### config.mk
export PLATFORM = sky130hd
export DESIGN_NAME = grid_voxel_traversal_core
export DESIGN_NICKNAME = d
export VERILOG_FILES = /design/src/hw/rtl/gvt_pkg.sv /design/src/hw/rtl/gvt_arith.sv /design/src/hw/rtl/grid_voxel_traversal_core.sv
export SDC_FILE = /design/constraint.sdc
export NUM_CORES = 2
export LEC_CHECK = 0
export ABC_CLOCK_PERIOD_IN_PS = 42600
export BUFFER_PORTS_ARGS = -buffer_cell sky130_fd_sc_hd__buf_2
export CAP_MARGIN = 40
export CORE_UTILIZATION = 56
export CTS_BUF_LIST = sky130_fd_sc_hd__clkbuf_2
export CTS_CLUSTER_SIZE = 10
export DETAILED_ROUTE_END_ITERATION = 10
export PLACE_DENSITY = 0.72
export SYNTH_ARGS = -nofsm -noshare
export SYNTH_HDL_FRONTEND = slang
export SYNTH_SLANG_ARGS = --single-unit
### constraint.sdc
create_clock -name aclk -period 42.6 [get_ports aclk]
set_input_delay 6.39 -clock aclk [delete_from_list [all_inputs] [get_ports aclk]]
set_output_delay 6.39 -clock aclk [all_outputs]
set_load 0.03 [all_outputs]
### src/hw/rtl/gvt_pkg.sv
// Shared types, constants and helpers for the grid voxel traversal core.
// Used by gvt_arith and grid_voxel_traversal_core; no dependencies.
package gvt_pkg;

    localparam int MAX_CELLS  = 64;
    localparam int CELL_W     = 6;
    localparam int CNT_W      = 7;
    localparam int SIZE_W     = 31;
    localparam int COORD_W    = 32;
    localparam int DIR_W      = 16;
    localparam int T_W        = 32;
    localparam int WIDE_W     = 64;
    localparam int DIVISOR_W  = 32;
    localparam int DIR_FRAC   = 14;
    localparam int EXT_W      = CNT_W + SIZE_W;
    localparam int CFG_IDX_W  = 3;
    localparam int IN_DATA_W  = 3 * COORD_W + 3 * DIR_W;
    localparam int OUT_DATA_W = 56;
    localparam int STAT_W     = 2;
    localparam int ITER_W     = 6;

    localparam logic [T_W-1:0] T_SAT = '1;

    typedef enum logic [3:0] {
        ST_IDLE,
        ST_EXT,
        ST_SLAB_A,
        ST_SLAB_B,
        ST_SLAB_CHK,
        ST_ENTRY,
        ST_CELL,
        ST_BD,
        ST_NB,
        ST_ADV,
        ST_FIN
    } state_t;

    typedef enum logic [STAT_W-1:0] {
        STAT_INSIDE = 2'd0,
        STAT_MISS   = 2'd1,
        STAT_LEFT   = 2'd2
    } status_t;

    typedef enum logic {
        OP_DIV,
        OP_MUL
    } op_t;

    typedef enum logic [CFG_IDX_W-1:0] {
        CFG_SIZE_X  = 3'd0,
        CFG_SIZE_Y  = 3'd1,
        CFG_SIZE_Z  = 3'd2,
        CFG_CELLS_X = 3'd3,
        CFG_CELLS_Y = 3'd4,
        CFG_CELLS_Z = 3'd5
    } cfg_idx_t;

    typedef struct packed {
        logic                 start;
        op_t                  op;
        logic [WIDE_W-1:0]    opa;
        logic [DIVISOR_W-1:0] opb;
    } arith_req_t;

    typedef struct packed {
        logic              done;
        logic [WIDE_W-1:0] result;
    } arith_rsp_t;

    function automatic logic [T_W-1:0] sat_t32(input logic [WIDE_W-1:0] v);
        sat_t32 = (|v[WIDE_W-1:T_W]) ? T_SAT : v[T_W-1:0];
    endfunction

    function automatic logic [SIZE_W-1:0] eff_size(input logic [SIZE_W-1:0] s);
        eff_size = (s == '0) ? SIZE_W'(1) : s;
    endfunction

    function automatic logic [CNT_W-1:0] eff_cells(input logic [CNT_W-1:0] n);
        if (n == '0)
            eff_cells = CNT_W'(1);
        else if (n > CNT_W'(MAX_CELLS))
            eff_cells = CNT_W'(MAX_CELLS);
        else
            eff_cells = n;
    endfunction

    function automatic logic [T_W-1:0] min3(input logic [T_W-1:0] a,
                                            input logic [T_W-1:0] b,
                                            input logic [T_W-1:0] c);
        logic [T_W-1:0] m;
        m = a;
        if (b < m)
            m = b;
        if (c < m)
            m = c;
        min3 = m;
    endfunction

endpackage

### src/hw/rtl/gvt_arith.sv
// Shared bit-serial arithmetic unit: 64/32 restoring divide and 64x16
// shift-add multiply. Depends on gvt_pkg.
module gvt_arith (
    input  logic                aclk,
    input  logic                aresetn,
    input  gvt_pkg::arith_req_t req,
    output gvt_pkg::arith_rsp_t rsp
);
    import gvt_pkg::*;

    logic                 busy_reg, busy_next;
    logic                 done_reg, done_next;
    op_t                  op_reg, op_next;
    logic [ITER_W-1:0]    cnt_reg, cnt_next;
    logic [WIDE_W-1:0]    acc_reg, acc_next;
    logic [WIDE_W-1:0]    a_reg, a_next;
    logic [DIVISOR_W-1:0] b_reg, b_next;
    logic [DIVISOR_W-1:0] rem_reg, rem_next;
    logic [DIVISOR_W:0]   sh;
    logic                 ge;

    assign sh = {rem_reg, a_reg[WIDE_W-1]};
    assign ge = sh >= {1'b0, b_reg};

    always_comb begin
        busy_next = busy_reg;
        op_next   = op_reg;
        cnt_next  = cnt_reg;
        acc_next  = acc_reg;
        a_next    = a_reg;
        b_next    = b_reg;
        rem_next  = rem_reg;
        done_next = busy_reg && (cnt_reg == '0);
        if (req.start) begin
            busy_next = 1'b1;
            op_next   = req.op;
            cnt_next  = (req.op == OP_DIV) ? ITER_W'(WIDE_W - 1) : ITER_W'(DIR_W - 1);
            acc_next  = '0;
            a_next    = req.opa;
            b_next    = req.opb;
            rem_next  = '0;
        end else if (busy_reg) begin
            cnt_next = cnt_reg - ITER_W'(1);
            if (cnt_reg == '0)
                busy_next = 1'b0;
            a_next = {a_reg[WIDE_W-2:0], 1'b0};
            case (op_reg)
                OP_DIV: begin
                    rem_next = ge ? DIVISOR_W'(sh - {1'b0, b_reg}) : sh[DIVISOR_W-1:0];
                    acc_next = {acc_reg[WIDE_W-2:0], ge};
                end
                OP_MUL: begin
                    acc_next = b_reg[0] ? acc_reg + a_reg : acc_reg;
                    b_next   = {1'b0, b_reg[DIVISOR_W-1:1]};
                end
                default: ;
            endcase
        end
    end

    always_ff @(posedge aclk) begin
        if (!aresetn) begin
            busy_reg <= 1'b0;
            done_reg <= 1'b0;
        end else begin
            busy_reg <= busy_next;
            done_reg <= done_next;
        end
        op_reg  <= op_next;
        cnt_reg <= cnt_next;
        acc_reg <= acc_next;
        a_reg   <= a_next;
        b_reg   <= b_next;
        rem_reg <= rem_next;
    end

    assign rsp.done   = done_reg;
    assign rsp.result = acc_reg;

endmodule

### src/hw/rtl/grid_voxel_traversal_core.sv
// Grid voxel traversal core: 3D DDA ray walk through a uniform voxel grid.
// Depends on gvt_pkg and gvt_arith.
//
// Usage:
//  - cfg_we/cfg_index/cfg_wdata write cell sizes (0..2) and cell counts
//    (3..5); write only while the core is idle.
//  - s_axis carries one word per request: tuser 0 starts a ray, 1 advances
//    one cell. m_axis returns exactly one word per request.
//  - An advance passes from idle into ST_ADV, which loads its result into
//    the output register once that is free; then the core is idle again.
//  - A start is shortest for a miss found without any divide, and longest
//    with up to fifteen divides and three multiplies, each with an issue
//    and a handoff step, all run in series on one shared bit-serial unit.
//  - s_axis_tready is high only while the sequencer is idle; one request
//    is in flight at a time.
//  - A finished word sits in the output register; the next request can be
//    accepted meanwhile, and its result waits until m_axis_tready drains it.
//  - Reset (aresetn low, synchronous) restores default config and drops
//    any active ray.
module grid_voxel_traversal_core (
    input  logic                              aclk,
    input  logic                              aresetn,
    input  logic                              cfg_we,
    input  logic [gvt_pkg::CFG_IDX_W-1:0]     cfg_index,
    input  logic [gvt_pkg::SIZE_W-1:0]        cfg_wdata,
    input  logic                              s_axis_tvalid,
    output logic                              s_axis_tready,
    // origin_x, origin_y, origin_z, dir_x, dir_y, dir_z
    input  logic [gvt_pkg::IN_DATA_W-1:0]     s_axis_tdata,
    // action
    input  logic                              s_axis_tuser,
    output logic                              m_axis_tvalid,
    input  logic                              m_axis_tready,
    // cell_x, cell_y, cell_z, exit_t, zero pad
    output logic [gvt_pkg::OUT_DATA_W-1:0]    m_axis_tdata,
    // status
    output logic [gvt_pkg::STAT_W-1:0]        m_axis_tuser
);
    import gvt_pkg::*;

    state_t state_reg, state_next;

    logic [SIZE_W-1:0] cfg_size_reg [3];
    logic [CNT_W-1:0]  cfg_cells_reg [3];

    logic signed [COORD_W-1:0] o_reg [3], o_next [3];
    logic signed [DIR_W-1:0]   d_reg [3], d_next [3];
    logic [EXT_W-1:0]          ext_reg [3], ext_next [3];
    logic signed [WIDE_W-1:0]  p_reg [3], p_next [3];
    logic [CELL_W-1:0]         cur_reg [3], cur_next [3];
    logic [T_W-1:0]            nb_reg [3], nb_next [3];
    logic [T_W-1:0]            bd_reg [3], bd_next [3];
    logic                      neg_reg [3], neg_next [3];
    logic                      walk_reg, walk_next;

    logic [1:0]               ax_reg, ax_next;
    logic                     issued_reg, issued_next;
    logic                     inside_reg, inside_next;
    logic                     miss_reg, miss_next;
    logic signed [WIDE_W-1:0] tn_reg, tn_next, tf_reg, tf_next;
    logic signed [WIDE_W-1:0] sa_reg, sa_next, tt_reg, tt_next;

    logic                 mv_reg, mv_next;
    status_t              ms_reg, ms_next;
    logic [CELL_W-1:0]    mc_reg [3], mc_next [3];
    logic [T_W-1:0]       mt_reg, mt_next;

    arith_req_t req;
    arith_rsp_t rsp;

    gvt_arith u_arith (
        .aclk    (aclk),
        .aresetn (aresetn),
        .req     (req),
        .rsp     (rsp)
    );

    // axis-selected operands
    logic [SIZE_W-1:0]        cs_sel;
    logic [CNT_W-1:0]         n_sel;
    logic signed [COORD_W-1:0] o_sel;
    logic signed [DIR_W-1:0]  d_sel;
    logic signed [WIDE_W-1:0] o64, ext64, prod64, slab_num, nb_num, sq, q_mul;
    logic [DIR_W-1:0]         d_abs;
    logic [CNT_W-1:0]         mul_cnt;
    logic [EXT_W-1:0]         prod_small;
    logic                     d_zero, d_pos, last_ax, accept, out_free;
    logic                     need_op, phase_done, outside_now, chk_fail;
    logic [WIDE_W-1:0]        slab_abs;

    assign s_axis_tready = (state_reg == ST_IDLE);
    assign accept        = s_axis_tvalid && s_axis_tready;
    assign out_free      = !mv_reg || m_axis_tready;

    assign cs_sel  = eff_size(cfg_size_reg[ax_reg]);
    assign n_sel   = eff_cells(cfg_cells_reg[ax_reg]);
    assign o_sel   = o_reg[ax_reg];
    assign d_sel   = d_reg[ax_reg];
    assign d_zero  = (d_sel == '0);
    assign d_pos   = !d_sel[DIR_W-1] && !d_zero;
    assign d_abs   = d_sel[DIR_W-1] ? DIR_W'(-d_sel) : d_sel;
    assign last_ax = (ax_reg == 2'd2);

    assign mul_cnt = (state_reg == ST_NB) ?
                     (d_pos ? CNT_W'({1'b0, cur_reg[ax_reg]}) + CNT_W'(1)
                            : CNT_W'({1'b0, cur_reg[ax_reg]})) : n_sel;
    assign prod_small = EXT_W'(mul_cnt) * EXT_W'(cs_sel);

    assign o64    = {{(WIDE_W-COORD_W){o_sel[COORD_W-1]}}, o_sel};
    assign ext64  = $signed({{(WIDE_W-EXT_W){1'b0}}, ext_reg[ax_reg]});
    assign prod64 = $signed({{(WIDE_W-EXT_W){1'b0}}, prod_small});

    assign outside_now = o_sel[COORD_W-1] ||
                         (o64 > $signed({{(WIDE_W-EXT_W){1'b0}}, prod_small}));

    assign slab_num = ((state_reg == ST_SLAB_A) ? -o64 : (ext64 - o64)) <<< DIR_FRAC;
    assign slab_abs = slab_num[WIDE_W-1] ? WIDE_W'(-slab_num) : slab_num;
    assign sq       = (slab_num[WIDE_W-1] ^ d_sel[DIR_W-1]) ?
                      -$signed(rsp.result) : $signed(rsp.result);
    assign nb_num   = d_pos ? (prod64 - o64) : (o64 - prod64);
    assign q_mul    = d_sel[DIR_W-1] ? -$signed(rsp.result) : $signed(rsp.result);
    assign chk_fail = miss_reg || (tn_reg > tf_reg) || tf_reg[WIDE_W-1];

    always_comb begin
        case (state_reg)
            ST_SLAB_A: need_op = !d_zero;
            ST_SLAB_B: need_op = 1'b1;
            ST_ENTRY:  need_op = 1'b1;
            ST_CELL:   need_op = !p_reg[ax_reg][WIDE_W-1];
            ST_BD:     need_op = !d_zero;
            ST_NB:     need_op = !nb_num[WIDE_W-1];
            default:   need_op = 1'b0;
        endcase
        phase_done = !need_op || (issued_reg && rsp.done);
    end

    always_comb begin
        req.start = need_op && !issued_reg;
        req.op    = (state_reg == ST_ENTRY) ? OP_MUL : OP_DIV;
        req.opb   = DIVISOR_W'(d_abs);
        case (state_reg)
            ST_ENTRY: req.opa = tt_reg;
            ST_CELL: begin
                req.opa = p_reg[ax_reg];
                req.opb = DIVISOR_W'(cs_sel);
            end
            ST_BD:    req.opa = WIDE_W'(cs_sel) << DIR_FRAC;
            ST_NB:    req.opa = nb_num <<< DIR_FRAC;
            default:  req.opa = slab_abs;
        endcase
    end

    // next state
    always_comb begin
        state_next = state_reg;
        case (state_reg)
            ST_IDLE:
                if (accept)
                    state_next = s_axis_tuser ? ST_ADV : ST_EXT;
            ST_EXT:
                if (last_ax)
                    state_next = (inside_reg && !outside_now) ? ST_CELL : ST_SLAB_A;
            ST_SLAB_A:
                if (phase_done)
                    state_next = !d_zero ? ST_SLAB_B : (last_ax ? ST_SLAB_CHK : ST_SLAB_A);
            ST_SLAB_B:
                if (phase_done)
                    state_next = last_ax ? ST_SLAB_CHK : ST_SLAB_A;
            ST_SLAB_CHK:
                state_next = chk_fail ? ST_FIN : ST_ENTRY;
            ST_ENTRY:
                if (phase_done && last_ax)
                    state_next = ST_CELL;
            ST_CELL:
                if (phase_done)
                    state_next = ST_BD;
            ST_BD:
                if (phase_done)
                    state_next = !d_zero ? ST_NB : (last_ax ? ST_FIN : ST_CELL);
            ST_NB:
                if (phase_done)
                    state_next = last_ax ? ST_FIN : ST_CELL;
            ST_ADV, ST_FIN:
                if (out_free)
                    state_next = ST_IDLE;
            default:
                state_next = ST_IDLE;
        endcase
    end

    // advance step
    logic [1:0]        k;
    logic [T_W-1:0]    t_k;
    logic [CELL_W-1:0] c_k, nc_k;
    logic              leave;
    logic [T_W:0]      sum_k;
    logic [T_W-1:0]    nb_adv [3];

    always_comb begin
        k = 2'd0;
        if (nb_reg[1] < nb_reg[0])
            k = 2'd1;
        if (nb_reg[2] < nb_reg[k])
            k = 2'd2;
        t_k   = nb_reg[k];
        c_k   = cur_reg[k];
        nc_k  = neg_reg[k] ? c_k - CELL_W'(1) : c_k + CELL_W'(1);
        leave = (t_k == T_SAT) ||
                (neg_reg[k] ? ((c_k == '0) ||
                               (CNT_W'({1'b0, c_k}) > eff_cells(cfg_cells_reg[k])))
                            : (CNT_W'({1'b0, c_k}) + CNT_W'(1) >= eff_cells(cfg_cells_reg[k])));
        sum_k = {1'b0, t_k} + {1'b0, bd_reg[k]};
        for (int i = 0; i < 3; i++)
            nb_adv[i] = nb_reg[i];
        nb_adv[k] = sum_k[T_W] ? T_SAT : sum_k[T_W-1:0];
    end

    // datapath
    always_comb begin
        for (int i = 0; i < 3; i++) begin
            o_next[i]   = o_reg[i];
            d_next[i]   = d_reg[i];
            ext_next[i] = ext_reg[i];
            p_next[i]   = p_reg[i];
            cur_next[i] = cur_reg[i];
            nb_next[i]  = nb_reg[i];
            bd_next[i]  = bd_reg[i];
            neg_next[i] = neg_reg[i];
            mc_next[i]  = mc_reg[i];
        end
        walk_next   = walk_reg;
        ax_next     = ax_reg;
        issued_next = req.start ? 1'b1 : (rsp.done ? 1'b0 : issued_reg);
        inside_next = inside_reg;
        miss_next   = miss_reg;
        tn_next     = tn_reg;
        tf_next     = tf_reg;
        sa_next     = sa_reg;
        tt_next     = tt_reg;
        mv_next     = (mv_reg && !m_axis_tready);
        ms_next     = ms_reg;
        mt_next     = mt_reg;

        if (phase_done && ((state_reg == ST_EXT) || (state_reg == ST_SLAB_B) ||
                           (state_reg == ST_ENTRY) || (state_reg == ST_NB) ||
                           (((state_reg == ST_SLAB_A) || (state_reg == ST_BD)) && d_zero)))
            ax_next = last_ax ? 2'd0 : ax_reg + 2'd1;

        case (state_reg)
            ST_IDLE:
                if (accept) begin
                    for (int i = 0; i < 3; i++) begin
                        o_next[i] = s_axis_tdata[i*COORD_W +: COORD_W];
                        d_next[i] = s_axis_tdata[3*COORD_W + i*DIR_W +: DIR_W];
                    end
                    ax_next     = 2'd0;
                    inside_next = 1'b1;
                    miss_next   = 1'b0;
                    tn_next     = {1'b1, {(WIDE_W-1){1'b0}}};
                    tf_next     = {1'b0, {(WIDE_W-1){1'b1}}};
                end
            ST_EXT: begin
                ext_next[ax_reg] = prod_small;
                p_next[ax_reg]   = o64;
                if (outside_now)
                    inside_next = 1'b0;
            end
            ST_SLAB_A:
                if (d_zero) begin
                    if (o_sel[COORD_W-1] || (o64 > ext64))
                        miss_next = 1'b1;
                end else if (phase_done) begin
                    sa_next = sq;
                end
            ST_SLAB_B:
                if (phase_done) begin
                    if (((sa_reg < sq) ? sa_reg : sq) > tn_reg)
                        tn_next = (sa_reg < sq) ? sa_reg : sq;
                    if (((sa_reg < sq) ? sq : sa_reg) < tf_reg)
                        tf_next = (sa_reg < sq) ? sq : sa_reg;
                end
            ST_SLAB_CHK:
                tt_next = tn_reg[WIDE_W-1] ? '0 : tn_reg;
            ST_ENTRY:
                if (phase_done)
                    p_next[ax_reg] = o64 + (q_mul >>> DIR_FRAC);
            ST_CELL:
                if (p_reg[ax_reg][WIDE_W-1])
                    cur_next[ax_reg] = '0;
                else if (phase_done)
                    cur_next[ax_reg] = (rsp.result > WIDE_W'(n_sel - CNT_W'(1))) ?
                                       CELL_W'(n_sel - CNT_W'(1)) : rsp.result[CELL_W-1:0];
            ST_BD:
                if (d_zero) begin
                    bd_next[ax_reg]  = T_SAT;
                    nb_next[ax_reg]  = T_SAT;
                    neg_next[ax_reg] = 1'b1;
                end else if (phase_done) begin
                    bd_next[ax_reg]  = sat_t32(rsp.result);
                    neg_next[ax_reg] = d_sel[DIR_W-1];
                end
            ST_NB:
                if (nb_num[WIDE_W-1])
                    nb_next[ax_reg] = '0;
                else if (phase_done)
                    nb_next[ax_reg] = sat_t32(rsp.result);
            ST_ADV:
                if (out_free) begin
                    mv_next = 1'b1;
                    ms_next = STAT_LEFT;
                    for (int i = 0; i < 3; i++)
                        mc_next[i] = cur_reg[i];
                    if (!walk_reg) begin
                        mt_next = '0;
                    end else if (leave) begin
                        walk_next = 1'b0;
                        mt_next   = t_k;
                    end else begin
                        cur_next[k] = nc_k;
                        mc_next[k]  = nc_k;
                        nb_next[k]  = nb_adv[k];
                        ms_next     = STAT_INSIDE;
                        mt_next     = min3(nb_adv[0], nb_adv[1], nb_adv[2]);
                    end
                end
            ST_FIN:
                if (out_free) begin
                    mv_next = 1'b1;
                    if (miss_reg || !inside_reg && chk_fail) begin
                        walk_next = 1'b0;
                        ms_next   = STAT_MISS;
                        mt_next   = '0;
                        for (int i = 0; i < 3; i++)
                            mc_next[i] = '0;
                    end else begin
                        walk_next = 1'b1;
                        ms_next   = STAT_INSIDE;
                        mt_next   = min3(nb_reg[0], nb_reg[1], nb_reg[2]);
                        for (int i = 0; i < 3; i++)
                            mc_next[i] = cur_reg[i];
                    end
                end
            default: ;
        endcase
    end

    always_ff @(posedge aclk) begin
        if (!aresetn) begin
            state_reg  <= ST_IDLE;
            walk_reg   <= 1'b0;
            issued_reg <= 1'b0;
            mv_reg     <= 1'b0;
            for (int i = 0; i < 3; i++) begin
                cfg_size_reg[i]  <= SIZE_W'(65536);
                cfg_cells_reg[i] <= CNT_W'(MAX_CELLS);
                cur_reg[i]       <= '0;
                nb_reg[i]        <= T_SAT;
                bd_reg[i]        <= T_SAT;
                neg_reg[i]       <= 1'b0;
            end
        end else begin
            state_reg  <= state_next;
            walk_reg   <= walk_next;
            issued_reg <= issued_next;
            mv_reg     <= mv_next;
            for (int i = 0; i < 3; i++) begin
                cur_reg[i] <= cur_next[i];
                nb_reg[i]  <= nb_next[i];
                bd_reg[i]  <= bd_next[i];
                neg_reg[i] <= neg_next[i];
            end
            if (cfg_we) begin
                case (cfg_index)
                    CFG_SIZE_X:  cfg_size_reg[0]  <= cfg_wdata;
                    CFG_SIZE_Y:  cfg_size_reg[1]  <= cfg_wdata;
                    CFG_SIZE_Z:  cfg_size_reg[2]  <= cfg_wdata;
                    CFG_CELLS_X: cfg_cells_reg[0] <= cfg_wdata[CNT_W-1:0];
                    CFG_CELLS_Y: cfg_cells_reg[1] <= cfg_wdata[CNT_W-1:0];
                    CFG_CELLS_Z: cfg_cells_reg[2] <= cfg_wdata[CNT_W-1:0];
                    default: ;
                endcase
            end
        end
        for (int i = 0; i < 3; i++) begin
            o_reg[i]   <= o_next[i];
            d_reg[i]   <= d_next[i];
            ext_reg[i] <= ext_next[i];
            p_reg[i]   <= p_next[i];
            mc_reg[i]  <= mc_next[i];
        end
        ax_reg     <= ax_next;
        inside_reg <= inside_next;
        miss_reg   <= miss_next;
        tn_reg     <= tn_next;
        tf_reg     <= tf_next;
        sa_reg     <= sa_next;
        tt_reg     <= tt_next;
        ms_reg     <= ms_next;
        mt_reg     <= mt_next;
    end

    assign m_axis_tvalid = mv_reg;
    assign m_axis_tuser  = ms_reg;
    assign m_axis_tdata  = {{(OUT_DATA_W - 3*CELL_W - T_W){1'b0}},
                            mt_reg, mc_reg[2], mc_reg[1], mc_reg[0]};

`ifndef ASSERT_OFF
    a_no_op_when_idle: assert property (@(posedge aclk) disable iff (!aresetn)
        state_reg == ST_IDLE |-> !issued_reg)
        else $error("arith op pending while idle");

    a_done_needs_issue: assert property (@(posedge aclk) disable iff (!aresetn)
        rsp.done |-> issued_reg)
        else $error("arith done without issued op");

    a_adv_result: assert property (@(posedge aclk) disable iff (!aresetn)
        (state_reg == ST_ADV && !mv_reg) |=> m_axis_tvalid)
        else $error("advance result not presented");
`endif

endmodule
Yosys cells after proc, flatten, opt, wreduce, memory -nomap -nowiden
Memories as Yosys holds them, arrays and structs flattened. A register that Yosys moved wholly into a read port is not among the register bits.
Index checks and enable logic that the tools add are counted.
{"block": "word_totals", "register_bits": 502, "mem_bits_rw": 795, "input_bits": 184, "out_inout_bits": 60, "wordCells": 417, "mem_count": 11}
{"name": "p_reg", "depth": 3, "width": 64, "read_ports": 4, "rd_ports_with_merged_regs": 1, "write_ports": 3, "line": "grid_voxel_traversal_core.sv:49", "rtl": "logic signed [WIDE_W-1:0] p_reg [3], p_next [3];"}
{"name": "ext_reg", "depth": 3, "width": 38, "read_ports": 4, "rd_ports_with_merged_regs": 1, "write_ports": 3, "line": "grid_voxel_traversal_core.sv:48", "rtl": "logic [EXT_W-1:0] ext_reg [3], ext_next [3];"}
{"name": "bd_reg", "depth": 3, "width": 32, "read_ports": 4, "rd_ports_with_merged_regs": 0, "write_ports": 3, "line": "grid_voxel_traversal_core.sv:52", "rtl": "logic [T_W-1:0] bd_reg [3], bd_next [3];"}
{"name": "nb_reg", "depth": 3, "width": 32, "read_ports": 5, "rd_ports_with_merged_regs": 0, "write_ports": 3, "line": "grid_voxel_traversal_core.sv:51", "rtl": "logic [T_W-1:0] nb_reg [3], nb_next [3];"}
{"name": "o_reg", "depth": 3, "width": 32, "read_ports": 1, "rd_ports_with_merged_regs": 1, "write_ports": 3, "line": "grid_voxel_traversal_core.sv:46", "rtl": "logic signed [COORD_W-1:0] o_reg [3], o_next [3];"}
{"name": "cfg_size_reg", "depth": 3, "width": 31, "read_ports": 1, "rd_ports_with_merged_regs": 1, "write_ports": 3, "line": "grid_voxel_traversal_core.sv:43", "rtl": "logic [SIZE_W-1:0] cfg_size_reg [3];"}
{"name": "5 more memories"}
{"block": "classes", "n_addsub": 19, "n_mul": 1, "order_cmp": 21, "eq_ne": 36, "muxes": 210, "n_bitwise": 30, "n_reduce_logical": 67}
{"op": "96-bit 2-to-1 mux", "n": 11}
{"op": "32-bit 2-to-1 mux", "n": 32}
{"op": "64-bit 2-to-1 mux", "n": 16}
{"op": "192-bit bitwise mux", "n": 2}
{"op": "96-bit bitwise mux", "n": 4}
{"op": "192-bit one-hot mux with 2 select lines", "n": 1}
{"op": "64-bit one-hot mux with 2 select lines", "n": 3}
{"op": "96-bit one-hot mux with 3 select lines", "n": 1}
{"op": "64-bit one-hot mux with 4 select lines", "n": 1}
{"op": "64-bit > comparator", "n": 3}
{"op": "192-bit 2-to-1 mux", "n": 1}
{"op": "96-bit OR", "n": 2}
{"op": "32-bit less-than comparator", "n": 5}
{"op": "31-bit 2-to-1 mux", "n": 5}
{"op": "18-bit 2-to-1 mux", "n": 8}
{"op": "32-bit demux with 2-bit select", "n": 2}
{"op": "64-bit demux with 2-bit select", "n": 1}
{"op": "64-bit less-than comparator", "n": 2}
{"op": "64-bit negator", "n": 2}
{"op": "114-bit bitwise mux", "n": 1}
{"op": "114-bit 2-to-1 mux", "n": 1}
{"op": "96-bit AND", "n": 1}
{"op": "48-bit 2-to-1 mux", "n": 2}
{"op": "96-bit inverter", "n": 1}
{"op": "other kinds (77)", "n": 276}

Logic depth before layout (Yosys ltp)
An unclocked memory read counts as a cell.
{"block": "depth", "word_depth": 24, "depth_mapped": 64, "mapped_depth_nobuf": 56}

Hierarchy
A second synthesis with hierarchy kept.
{"block": "hier_totals", "cells_unflattened": 10814, "area_unflattened_um2": 95733.1}
{"mod": "grid_voxel_traversal_core", "n_inst": 1, "cells_each": 9215, "area_per_inst_um2": 81714.6, "seq_area_each_um2": 29488.3}
{"mod": "gvt_arith", "n_inst": 1, "cells_each": 1599, "area_per_inst_um2": 14018.4, "seq_area_each_um2": 5054.8}

Least setup slack after synthesis
Ideal clock, no wire load.
{"block": "synth_path", "kind": "flip-flop to flip-flop", "start": "register ax_reg[0] (netlist name)", "end": "register tf_reg[0] (enable)", "setup_ns": 0.706, "arrival_time_ns": 18.402, "required_ns": 41.894, "path_slack_ns": 23.492, "path_stages_with_launch": 51, "n_path_buf": 12, "synth_period_minus_slack_ns": 19.108, "cell_sequence": "dfxtp_1 buf_2 buf_6 buf_6 buf_6 buf_2 clkbuf_1 clkbuf_1 mux2i_1 nor2_1 a21oi_1 ha_1 and2_1 and2_1 a31oi_1 clkbuf_1 clkbuf_1 buf_1 [15 not listed] a41oi_1 or4_1 nand3_1 a21oi_1 o21ai_0 o21bai_1 a21oi_1 xnor2_1 ha_1 clkbuf_1 and3_1 and4_1 o21ai_0 nand3_1 mux2i_1 a31oi_2 nand2_1 o311ai_0"}
{"item": "end signal: assignment", "line": "grid_voxel_traversal_core.sv:395", "rtl": "tf_reg <= tf_next;"}
{"item": "end: declaration", "line": "grid_voxel_traversal_core.sv:60", "rtl": "logic signed [WIDE_W-1:0] tn_reg, tn_next, tf_reg, tf_next;"}

==> impl_results.md <==
- Status: completed
- Met3 usage: roughly a tenth
- Slew @ Worst Pin: between 1 and 1.5 ns
- Critical path class: reg -> reg
- Worst r2r src: nb_reg[0][21]
- Total track usage: between 40% and 50%
- Clock buffer depth: 4
- Synthesized area: ~95000 sq um
- Die H: a little over 400 um
- Die area: between 150000 and 200000 sq um
- Layout Skew: 0.207 ns
- Cell variety after synth: between 100 and 150
- Antenna violations before repair: 19
- Chip width: approximately 410 um
- Synth top area share: 29.6%
- Setup crit start kind: register
- Largest net degree at the start of global routing: 140
- Fin nets: between 10000 and 15000
- Clk slew on worst S/H paths: about 0.10 ns
- Top cells by count, synth: 1156 x nor2_1, 972 x nand2_1, 936 x edfxtp_1, 896 x a21oi_1, 817 x ha_1
- Seq/Total Area, Yosys: between 30 and 40%
- Post-CTS setup buffer count: 0
- Worst Path Required: roughly 44 ns
- Detailed Route WL: 360000 um
- Endpoint type of the worst setup path: register
- Total gr overflow: 0
- Crit path launch: nb_reg[0][21]
- CP Max Fanout: 71
- Row count: 150
- # IOs: about 240
- Routing usage on met1: between 50% and 60%
- Mapped Avg Cell Area: just under 9 sq um
- HPWL Detailed: 269000 um
- Slowest CP cell: a211oi_4
- Yosys top cell by area: edfxtp_1
- Reg2reg path depth: just over 60
- Fin. max-slew vios: 0
- Hold Path Class: reg -> reg
- I/O Buffers: roughly 240
- CTS-repair resized insts: 0
- Final hold viol count: 0
- Max Clk Rate: about 0.056 GHz
- Routed via count: between 80000 and 90000
- RSZ-0062 raised after global routing: false
- Vias per cell: approximately 6.6
- Crit path top cell by count: a21oi_1
- Crit path to: mt_reg[11]
- Most Crowded Layer GR: met2
- Max incr delay on CP: about 0.75 ns
- Vias in the first global route: 83599
- Final setup vio count: 0
- Antenna Nets Post-Route: 0
- Synth area leaders: edfxtp_1 30%, ha_1 11%, dfxtp_1 6.7%
- EDFF count, synth: 936
- CTS tree: done
- First-pass GRT wire length: 526000 um
- # DRC: 0
- Met2 global-route usage: 61.7%
- Setup slack, reg-to-reg: approximately 25 ns
- Setup TNS: 0 ns
- YS warnings: 0
- Area delta synth->final: 8.13%
- Routed WL per cell: 26.7 um
- Layout cells sized above 1: 11.1%
- DRT iter0 DRCs: roughly 11000
- Core area: roughly 170000 sq um
- Ys async rst share: 0%
- Post-Syn Instances: approximately 11000
- Initial core utilization: between 50% and 60%
- Ys flop type: edfxtp_1
- Root Buffer: clkbuf_2
- DRT Pass-1 Iters: 7
- Synthesized flop and latch total: about 1300
- Post-layout minimum cycle time: 17.96 ns
- Clk_lat worst skew: between 2 and 2.5 ns
- CTS Hold Bufs: 0
- RePlAce Congestion: roughly 1.1
- Max FFs per register: approximately 150
- Post-route clock period utilization: between 40% and 50%
- H-tree depth: 5
- Rel. slew slack: under 10%
- Top-count cell post-synth: nor2_1
- CP Data Arrival Time: 19.65 ns
- Clock sinks: between 1000 and 1500
- End of the worst register-to-register path: mt_reg[11]
- Inserted Clock Buffers: approximately 350
- Max-cap violations: 0
[worst min-delay path by stage]
| stage | start | to | slack [ns] | cells after the start |
|---|---|---|---|---|
| 4_1_cts | bd_reg[2][6] | bd_reg[2][6] | 0.48 | 2 |
| 3_3_place_gp | bd_reg[2][27] | bd_reg[2][27] | 0.46 | 2 |
| 3_5_place_dp | bd_reg[2][14] | bd_reg[2][14] | 0.46 | 2 |
| 5_1_grt | bd_reg[2][16] | bd_reg[2][16] | 0.51 | 2 |
| 2_1_floorplan | u_arith.acc_reg[0] | sa_reg[0] | 0.43 | 0 |
| 6_report | bd_reg[2][6] | bd_reg[2][6] | 0.48 | 2 |
[cells in the final DEF (no fill, tap or decap), drive strengths merged, types with 40 or more instances in the layout]
master	n
a21o	257
nor3	227
clkbuf	495
nand2	974
mux2i	319
nor2b	93
mux2	53
edfxtp	936
a22oi	65
nor2	1160
o21a	106
nand2b	108
a31oi	88
nand3	180
o21bai	61
nor4	59
dfxtp	320
a21oi	896
clkinv	113
o211ai	97
o32ai	67
and2	120
inv	624
xor2	167
nand4	163
a211oi	197
conb	63
xnor2	251
or3	40
fa	152
o22a	88
a221oi	64
o21ai	783
buf	514
and3	65
ha	817
[layer usage]
| layer | vias up | part of all wire (%) |
|---|---|---|
| li1 | 39676 | - |
| met1 | 42132 | 39 |
| met2 | 5358 | 43 |
| met3 | 1204 | 11 |
| met4 | 20 | 7.3 |
| met5 | - | 0.072 |
[kinds of logic (layout without fill, tap and decap cells)]
family / Yosys count / after routing / share of synthesized area [%]
fa+ha+maj: 969 / 969 / 14.0
mux: 372 / 372 / 3.99
simple gates: 3304 / 3304 / 15.9
flops: 1256 / 1256 / 36.3
xor+xnor: 418 / 418 / 3.89
compound gates: 3109 / 3109 / 20.9
other cells: 2 / 83 / 0.00790
buf+inv: 1234 / 1757 / 5.05
[layout make-up]
cell class,instances,area (sq um)
diodes,20,50.0
clock buffers,495,2480
clock inverters,120,712
fillers,14691,65000
inverters,626,2360
multi-input cells,8235,56300
flip-flops and latches,1256,34500
well taps,2204,2760
repair buffers,516,3530
[critical path: cells and delay by family (launching register included)]
family	cells	cell delay, ns
compound gates	33	10.33
flops	1	0.37
buf+inv	8	2.81
simple gates	13	1.68
mux	1	0.37
fa+ha+maj	6	1.86
[stage by stage]
stage                     instance area [sq um]  setup slack, ns  hold slack, ns  instances  utilization [%]
after floorplan                           95300            23.49           0.435      10725                -
after global placement                    98800            25.31           0.457      12769             58.9
after detailed placement                  99500            25.19           0.462      12831             59.3
after CTS                                103000            25.11           0.484      13446             61.2
after global routing                     103000            23.77           0.506      13462             61.2
final                                    103000            24.64           0.481      13472             61.2
Power is left out: the tool's default activity adds up to more than one toggle a clock period on the data nets, which glitch-free logic cannot reach.
